`src/sv/asp_pkg.sv`:
```
// ----------------------------------------------------------------------------
// asp_pkg
// Shared types and codes for the array stack with positional edit: the
// request and response payloads, operation codes and status codes.
// ----------------------------------------------------------------------------
package asp_pkg;

	// Operation codes carried in a request.
	localparam logic [1:0] OP_PUSH   = 2'd0;
	localparam logic [1:0] OP_POP    = 2'd1;
	localparam logic [1:0] OP_INSERT = 2'd2;
	localparam logic [1:0] OP_DELETE = 2'd3;

	// Status codes returned in a response.
	localparam logic [1:0] ST_OK     = 2'd0;
	localparam logic [1:0] ST_FULL   = 2'd1;
	localparam logic [1:0] ST_EMPTY  = 2'd2;
	localparam logic [1:0] ST_BADPOS = 2'd3;

	// Request payload.
	typedef struct packed {
		logic [1:0]         operation;
		logic signed [31:0] value;
		logic [7:0]         position;
	} req_t;

	// Response payload.
	typedef struct packed {
		logic signed [31:0] removed_value;
		logic [7:0]         entry_count;
		logic [1:0]         status;
	} rsp_t;

endpackage

```
`src/sv/asp_req_if.sv`:
```
// ----------------------------------------------------------------------------
// asp_req_if
// Request channel: valid/ready handshake with a request payload.
// ----------------------------------------------------------------------------
interface asp_req_if;
	logic          valid;
	logic          ready;
	asp_pkg::req_t payload;

	modport source (output valid, output payload, input ready);
	modport sink (input valid, input payload, output ready);
endinterface

```
`src/sv/asp_rsp_if.sv`:
```
// ----------------------------------------------------------------------------
// asp_rsp_if
// Response channel: valid/ready handshake with a response payload.
// ----------------------------------------------------------------------------
interface asp_rsp_if;
	logic          valid;
	logic          ready;
	asp_pkg::rsp_t payload;

	modport source (output valid, output payload, input ready);
	modport sink (input valid, input payload, output ready);
endinterface

```
`src/sv/array_stack_with_positional_edit.sv`:
```
// ----------------------------------------------------------------------------
// array_stack_with_positional_edit
// Bounded stack of signed 32-bit words with push, pop, insert at a position
// and delete at a position, one response per request.
// ----------------------------------------------------------------------------
// A request that reads the entry store streams N entries through it, where N
// is the number of entries read: one for pop, count - position + 1 for
// insert and delete. Push, and insert just above the top entry, read
// nothing, and a failed request skips the shift. The single read port of
// the entry store sets the pace: entries are streamed through it one per
// cycle, each written back one slot up (insert) or down (delete) as its
// read data returns. A new request is accepted in the cycle after the
// previous one has been handed to the response register, even if that
// response has not yet been taken. No clearing pass runs after reset.
module array_stack_with_positional_edit #(
	parameter int DEPTH = 128
) (
	input  logic clk,
	input  logic arst_n,
	asp_req_if.sink   req,
	asp_rsp_if.source rsp
);
	import asp_pkg::*;

	localparam int AW = (DEPTH > 1) ? $clog2(DEPTH) : 1;
	localparam int CW = $clog2(DEPTH + 1);
	localparam int XW = ((CW > 8) ? CW : 8) + 1;

	// Sequencer states.
	localparam logic [1:0] S_IDLE  = 2'd0;
	localparam logic [1:0] S_DEC   = 2'd1;
	localparam logic [1:0] S_SHIFT = 2'd2;
	localparam logic [1:0] S_DONE  = 2'd3;

	logic [1:0]        state_q;
	req_t              req_q;
	logic [CW-1:0]     count_q;
	logic [CW-1:0]     base_q;
	logic [CW-1:0]     ptr_q;
	logic [CW-1:0]     rem_q;
	logic              up_q;
	logic [31:0]       removed_q;
	logic [1:0]        status_q;
	logic              rv_s1;
	logic [AW-1:0]     ra_s1;
	logic              rsp_valid_q;
	rsp_t              rsp_q;

	logic              we;
	logic [AW-1:0]     waddr;
	logic [31:0]       wdata;
	logic              re;
	logic [31:0]       rdata;

	logic [XW-1:0]     cnt_x;
	logic [XW-1:0]     pos_x;
	logic [XW-1:0]     base_x;
	logic [1:0]        dec_status;
	logic              shift_end;
	logic              capture;
	logic              out_free;

	asp_ram #(
		.DEPTH(DEPTH),
		.AW   (AW),
		.W    (32)
	) u_ram (
		.clk  (clk),
		.we   (we),
		.waddr(waddr),
		.wdata(wdata),
		.re   (re),
		.raddr(ptr_q[AW-1:0]),
		.rdata(rdata)
	);

	// Request checks against the current count, and the lowest slot touched.
	always_comb begin
		cnt_x      = XW'(count_q);
		pos_x      = XW'(req_q.position);
		dec_status = ST_OK;
		base_x     = cnt_x;
		case (req_q.operation)
			OP_PUSH: begin
				if (cnt_x == XW'(DEPTH)) dec_status = ST_FULL;
				base_x = cnt_x;
			end
			OP_POP: begin
				if (cnt_x == '0) dec_status = ST_EMPTY;
				base_x = cnt_x - 1'b1;
			end
			OP_INSERT: begin
				if (cnt_x == XW'(DEPTH)) dec_status = ST_FULL;
				else if (pos_x == '0 || pos_x > cnt_x + 1'b1) dec_status = ST_BADPOS;
				base_x = pos_x - 1'b1;
			end
			default: begin
				if (cnt_x == '0) dec_status = ST_EMPTY;
				else if (pos_x == '0 || pos_x > cnt_x) dec_status = ST_BADPOS;
				base_x = pos_x - 1'b1;
			end
		endcase
	end

	// Store access during the shift: reads stream from ptr_q, and each
	// returned word is written one slot up or down. The write address is
	// always two slots away from the read address issued in the same
	// cycle, so the two ports never touch the same entry at once.
	always_comb begin
		re        = (state_q == S_SHIFT) && (rem_q != '0);
		shift_end = (state_q == S_SHIFT) && (rem_q == '0) && !rv_s1;
		capture   = (state_q == S_SHIFT) && rv_s1 && !up_q &&
		            (ra_s1 == base_q[AW-1:0]);
		we        = 1'b0;
		waddr     = ra_s1;
		wdata     = rdata;
		if (state_q == S_SHIFT && rv_s1) begin
			we    = !capture;
			waddr = up_q ? ra_s1 + 1'b1 : ra_s1 - 1'b1;
		end else if (shift_end && up_q) begin
			we    = 1'b1;
			waddr = base_q[AW-1:0];
			wdata = req_q.value;
		end
	end

	assign out_free  = !rsp_valid_q || rsp.ready;
	assign req.ready = (state_q == S_IDLE);

	// Sequencer and working registers.
	always_ff @(posedge clk or negedge arst_n) begin
		if (!arst_n) begin
			state_q <= S_IDLE;
			count_q <= '0;
			rv_s1   <= 1'b0;
		end else begin
			rv_s1 <= re;
			case (state_q)
				S_IDLE: begin
					if (req.valid) state_q <= S_DEC;
				end
				S_DEC: begin
					if (dec_status != ST_OK) state_q <= S_DONE;
					else state_q <= S_SHIFT;
				end
				S_SHIFT: begin
					if (shift_end) begin
						count_q <= up_q ? count_q + 1'b1 : count_q - 1'b1;
						state_q <= S_DONE;
					end
				end
				default: begin
					if (out_free) state_q <= S_IDLE;
				end
			endcase
		end
	end

	// Request latch, shift pointers and result fields.
	always_ff @(posedge clk) begin
		if (req.valid && req.ready) begin
			req_q <= req.payload;
		end
		if (state_q == S_DEC) begin
			status_q  <= dec_status;
			removed_q <= '0;
			base_q    <= CW'(base_x);
			rem_q     <= CW'(cnt_x - base_x);
			up_q      <= (req_q.operation == OP_PUSH) || (req_q.operation == OP_INSERT);
			if ((req_q.operation == OP_PUSH) || (req_q.operation == OP_INSERT)) begin
				ptr_q <= count_q - 1'b1;
			end else begin
				ptr_q <= CW'(base_x);
			end
		end
		if (re) begin
			ra_s1 <= ptr_q[AW-1:0];
			rem_q <= rem_q - 1'b1;
			ptr_q <= up_q ? ptr_q - 1'b1 : ptr_q + 1'b1;
		end
		if (capture) begin
			removed_q <= rdata;
		end
	end

	// Response register.
	always_ff @(posedge clk or negedge arst_n) begin
		if (!arst_n) begin
			rsp_valid_q <= 1'b0;
		end else if (state_q == S_DONE && out_free) begin
			rsp_valid_q <= 1'b1;
		end else if (rsp.ready) begin
			rsp_valid_q <= 1'b0;
		end
	end

	always_ff @(posedge clk) begin
		if (state_q == S_DONE && out_free) begin
			rsp_q.removed_value <= removed_q;
			rsp_q.entry_count   <= 8'(count_q);
			rsp_q.status        <= status_q;
		end
	end

	assign rsp.valid   = rsp_valid_q;
	assign rsp.payload = rsp_q;

`ifndef NO_ASSERTIONS
	// The count never exceeds the store depth.
	a_count_range: assert property (@(posedge clk) disable iff (!arst_n)
		count_q <= CW'(DEPTH))
		else $error("entry count exceeds depth");

	// Read and write ports never address the same entry in one cycle.
	a_no_collision: assert property (@(posedge clk) disable iff (!arst_n)
		(we && re) |-> (waddr != ptr_q[AW-1:0]))
		else $error("read and write collide on one entry");

	// An accepted transaction is decoded in the next cycle.
	a_accept_decode: assert property (@(posedge clk) disable iff (!arst_n)
		(req.valid && req.ready) |=> (state_q == S_DEC))
		else $error("accepted transaction not decoded");

	// A failed request reports no removed word.
	a_fail_zero: assert property (@(posedge clk) disable iff (!arst_n)
		(rsp.valid && rsp.payload.status != ST_OK) |-> (rsp.payload.removed_value == '0))
		else $error("failed request returned a word");

	// The count changes only when a shift finishes.
	a_count_stable: assert property (@(posedge clk) disable iff (!arst_n)
		!shift_end |=> $stable(count_q))
		else $error("count changed outside shift completion");
`endif

endmodule

```
`src/sv/asp_ram.sv`:
```
// ----------------------------------------------------------------------------
// asp_ram
// Entry store: one write port and one read port, with registered read
// data. Contents are undefined until written.
// ----------------------------------------------------------------------------
module asp_ram #(
	parameter int DEPTH = 128,
	parameter int AW    = 7,
	parameter int W     = 32
) (
	input  logic          clk,
	input  logic          we,
	input  logic [AW-1:0] waddr,
	input  logic [W-1:0]  wdata,
	input  logic          re,
	input  logic [AW-1:0] raddr,
	output logic [W-1:0]  rdata
);

	logic [W-1:0] mem [DEPTH];

	// Write port.
	always_ff @(posedge clk) begin
		if (we) begin
			mem[waddr] <= wdata;
		end
	end

	// Registered read port.
	always_ff @(posedge clk) begin
		if (re) begin
			rdata <= mem[raddr];
		end
	end

endmodule

```
`src/flat_wrapper.sv`:
```
// flat-port wrapper written by rule: the top's interface ports become plain ports
module array_stack_with_positional_edit_flat import asp_pkg::*;
#(
	parameter int DEPTH = 128
)
  (clk, arst_n, req_valid, req_payload, req_ready, rsp_valid, rsp_payload, rsp_ready);
  asp_req_if req_i ();
  asp_rsp_if rsp_i ();
  input  logic clk;
  input  logic arst_n;
  input wire logic [$bits(req_i.valid)-1:0] req_valid;
  input wire logic [$bits(req_i.payload)-1:0] req_payload;
  output wire logic [$bits(req_i.ready)-1:0] req_ready;
  output wire logic [$bits(rsp_i.valid)-1:0] rsp_valid;
  output wire logic [$bits(rsp_i.payload)-1:0] rsp_payload;
  input wire logic [$bits(rsp_i.ready)-1:0] rsp_ready;
  assign req_i.valid = req_valid;
  assign req_i.payload = req_payload;
  assign req_ready = req_i.ready;
  assign rsp_valid = rsp_i.valid;
  assign rsp_payload = rsp_i.payload;
  assign rsp_i.ready = rsp_ready;
  array_stack_with_positional_edit #(.DEPTH(DEPTH)) u_core (.clk(clk), .arst_n(arst_n), .req(req_i), .rsp(rsp_i));
endmodule
```
`config.mk`:
```
export PLATFORM = sky130hd
export DESIGN_NAME = array_stack_with_positional_edit_flat
export DESIGN_NICKNAME = d
export VERILOG_FILES = /design/src/sv/asp_pkg.sv /design/src/sv/asp_req_if.sv /design/src/sv/asp_rsp_if.sv /design/src/sv/array_stack_with_positional_edit.sv /design/src/sv/asp_ram.sv /design/src/flat_wrapper.sv
export SDC_FILE = /design/constraint.sdc
export NUM_CORES = 2
export LEC_CHECK = 0
export BUFFER_PORTS_ARGS = -buffer_cell sky130_fd_sc_hd__clkbuf_2
export CAP_MARGIN = 10
export CORE_AREA = 2 2 411 719
export CTS_CLUSTER_DIAMETER = 120
export CTS_CLUSTER_SIZE = 25
export DETAILED_ROUTE_END_ITERATION = 16
export DIE_AREA = 0 0 413 721
export PLACE_DENSITY = 0.75
export SLEW_MARGIN = 20
export SYNTH_ARGS = -nofsm -noshare
export SYNTH_HDL_FRONTEND = slang
export SYNTH_SLANG_ARGS = --single-unit
```
`constraint.sdc`:
```
create_clock -name clk -period 4.77 [get_ports clk]
set_input_delay 0.477 -clock clk [delete_from_list [all_inputs] [get_ports clk]]
set_output_delay 0.477 -clock clk [all_outputs]
set_load 0.005 [all_outputs]
```
==> results by group <==
Critical path
  • CP Capture Type: register
  • Req. time, crit path: 5.32 ns
  • Startpoint class of the critical path: register
  • Most common cell on crit path: buf_4
  • CP Data Arrival Time: 5.01 ns
  • Slowest-stage cell, CP: nor3_4
  • CP cell instances: inv_1 > buf_4 > ha_1 > nand3_1 > a2111o_1 > o211ai_1 > nand2_1 > o2bb2ai_4 > nor3_4 > buf_4
  • Max FO, Critical Path: 18
  • CP Class: register to register
  • Critical Path Source: u_core.up_q
  • RR Startpoint: u_core.up_q
  • Critical Path Max Stage Delay: 0.81 ns

Finish
  • Synthesis-to-layout area growth: 9.02%
  • Commonest non-fill, non-tap cells in the layout: edfxtp_1, mux2i_1, mux4_2, a22oi_1, nand2_1
  • Finished Cell Area: 181,000 µm²
  • Multi-input logic area: 36,300 µm²
  • Filler cells: 19,500
  • Fraction of layout cells with a size suffix above 1: 18.8%
  • Leading cell type in the layout, fill and taps excluded: edfxtp_1
  • FF+latch area: 129,000 µm²
  • Total Nets Final: 8,522

Floorplan
  • Die ar.: 298,000 µm²
  • Die width: 413 µm
  • Initial core utilization: 56.7%
  • Die Span Y: 721 µm
  • Ports: 90
  • Core footprint: 292,000 µm²
  • Row count: 263

Synthesis
  • Mapped Area: 166,000 µm²
  • Post-synth EDFFs: 4,276
  • Sequential share of the synthesized area: 77.7%
  • Area share of the largest cell type after synthesis: 77.5%
  • Mapped Nets: 8,238
  • Top FF cell, synth: edfxtp_1
  • Yosys warns: 0
  • Top cells by area, synth: edfxtp_1, mux4_2, mux2i_1
  • Mean post-synth cell area: 20.3 µm²
  • Synthesized flop and latch total: 4,288
  • Synth cell types: 74
  • Fraction of registers with async set/reset: 0.280%
  • Yosys top cell by area: edfxtp_1
  • Cell count after synthesis: 8,145

Drt
  • DRT iter0 DRCs: 12,100
  • DRT Wirelength: 425 mm
  • DRC Markers: 0
  • DRT antenna net count: 0
  • Avg WL per Cell: 34.6 µm
  • Vias per inst: 6.75
  • Via Count: 83,000
  • DR pass1 iterations: 6

Placed design
  • Placed cell area: 175,000 µm²
  • Final RePlAce weighted congestion: 0.953
  • Post-Place Worst Slack: 0.447 ns
  • DP Wirelength: 266 mm
  • Port-buffer cells: 89

Job
  • Max cap viols: 0

Clock tree
  • Postcts setup bufs: 0
  • Post-CTS Resized: 0
  • Worst skew pair latency: 0.92 ns
  • Clk buf depth: 4
  • Clock Root Buffer: clkbuf_16
  • Clock sink count: 4,288
  • Total CTS buffers: 197
  • Clock Pin Slew Worst Setup and Hold Paths: 0.11 ns
  • CTS H-tree depth: 4
  • CTS tree: yes

STA
  • Max-slew headroom: 12.6%
  • Endpoints failing setup: 0
  • Final period utilization: 93.5%
  • Fin. Hold Viols: 0
  • Clock Skew: 0.0692 ns
  • RSZ-0062 raised after global routing: false
  • Fmax: 0.224 GHz
  • Period minus WS final: 4.46 ns
  • Slew Limit Fails: 0
  • Worst-margin pin slew: 1.31 ns
  • Final worst setup slack: 0.309 ns

Worst hold path
  • HP Class: primary input to asynchronous set/reset pin

GRT
  • Number of global-route vias before repair: 83,800
  • GRT overflow: 0
  • Largest net degree at the start of global routing: 105
  • Global-route wire length before repair: 602 mm
  • Aggregate global-route resource usage: 28.5%
  • Initial antenna violation count: 16

Power and ir drop
  • Pwr/cell area: 327 nW/µm²
  • Peak supply drop: 330 µV
  • Leakage: 57.3 nW

Status
  • Status: complete, no violations
## per-layer routing
| layer | global-route usage [%] | routed length, µm | vias to the layer above |
|---|---|---|---|
| met5 | 0 | 31 | - |
| met4 | 17.7 | 31700 | 4 |
| met3 | 3.47 | 35700 | 864 |
| met2 | 47.9 | 215000 | 4656 |
| met1 | 35.4 | 143000 | 43500 |
| li1 | - | - | 33900 |
## cells in the mapped netlist (all sizes together), types with 10 or more instances
cell and count:
edfxtp 4276, mux2i 765, mux4 676, a22oi 498, nand2 310, clkbuf 254, a21oi 218, nand3 217
buf 196, nor2 117, nor3 83, nand4 72, ha 44, xnor2 42, and2 41, inv 39
o21ai 34, and4 30, a41o 28, nand2b 18, xor2 17, nor2b 15, dfrtp 12, a221oi 10
## metrics by stage
stage | setup TNS, ns | util (%) | hold slack [ns] | cells | power (mW)
after global placement | 0 | 59.9 | 0.401 | 12000 | 41.6
after CTS | 0 | 61.8 | 0.0158 | 12300 | 59.3
after detailed placement | 0 | 59.9 | 0.405 | 12000 | 41.6
after floorplan | -78.40 | - | 0.181 | 8145 | 41.6
after global routing | 0 | 61.8 | 0.0930 | 12300 | 60.4
final | 0 | 61.8 | 0.0578 | 12300 | 59.1
## timing repair
item,in CTS,in global routing
endpoints found under the hold margin,55,0
endpoints found under the setup margin,0,0
hold buffers,44,0
## worst max-delay path, delay by kind of cell, from the launching register on
kind | cells | cell delay [ns]
and+or+nand+nor | 3 | 1.23
adders and majority gates | 1 | 0.27
AOI/OAI and AO/OA | 3 | 0.93
buffers and inverters | 3 | 0.95
DFF | 1 | 0.69
## state kept, by name (all words and copies together), names as in the netlist, 8 cells and up
register / flops
u_core.u_ram.mem: 4096
u_core.rsp.payload: 42
u_core.req_q: 34
u_core.removed_q: 32
u_core.u_ram.rdata: 32
u_core.count_q: 8
u_core.pos_x: 8
u_core.rem_q: 8
## path summary, 6_finish.rpt
check                           slack (ns)                  endpoint  cells after the start
max in group asynchronous             4.33          u_core.rsp.valid                      2
worst max-delay path                  0.31  u_core.u_ram.mem[127][1]                     10
min in group clk                      0.28          u_core.req_q[33]                      2
worst min register to register        0.42    u_core.rsp.payload[23]                      0
worst min-delay path                  0.06         u_core.count_q[4]                      2
worst max register to register        0.31  u_core.u_ram.mem[127][1]                     10
## where the power goes
part	switching, mW	internal (mW)	leakage, nW
registers	0.0000000000000000227	40.7	38.8
clock network	10.8	7.55	2.51
logic	0.0180	0.0364	16.0
## area by class of cell
cell class	instances	area share, %
clock inverter	6	0.0367
tap	3842	2.66
sequential	4288	71.3
timing repair buffer	535	3.03
clock buffer	219	2.80
antenna	7	0.00970
inverter	41	0.0852
multi-input combinational	3366	20.1
## logic make-up (layout without fill, tap and decap cells)
kind of cell | after synthesis | count (layout) | share of synthesized area (%)
other | 0 | 7 | 0
AO/OA/AOI/OAI | 868 | 868 | 3.65
flip-flops | 4288 | 4288 | 77.7
XOR/XNOR | 59 | 59 | 0.312
buffers and inverters | 491 | 801 | 1.23
AND/OR/NAND/NOR | 947 | 947 | 2.90
adder cells (fa/ha/maj) | 47 | 47 | 0.369
multiplexers | 1445 | 1445 | 13.8
No activity file was read; power rests on OpenSTA's default activity.
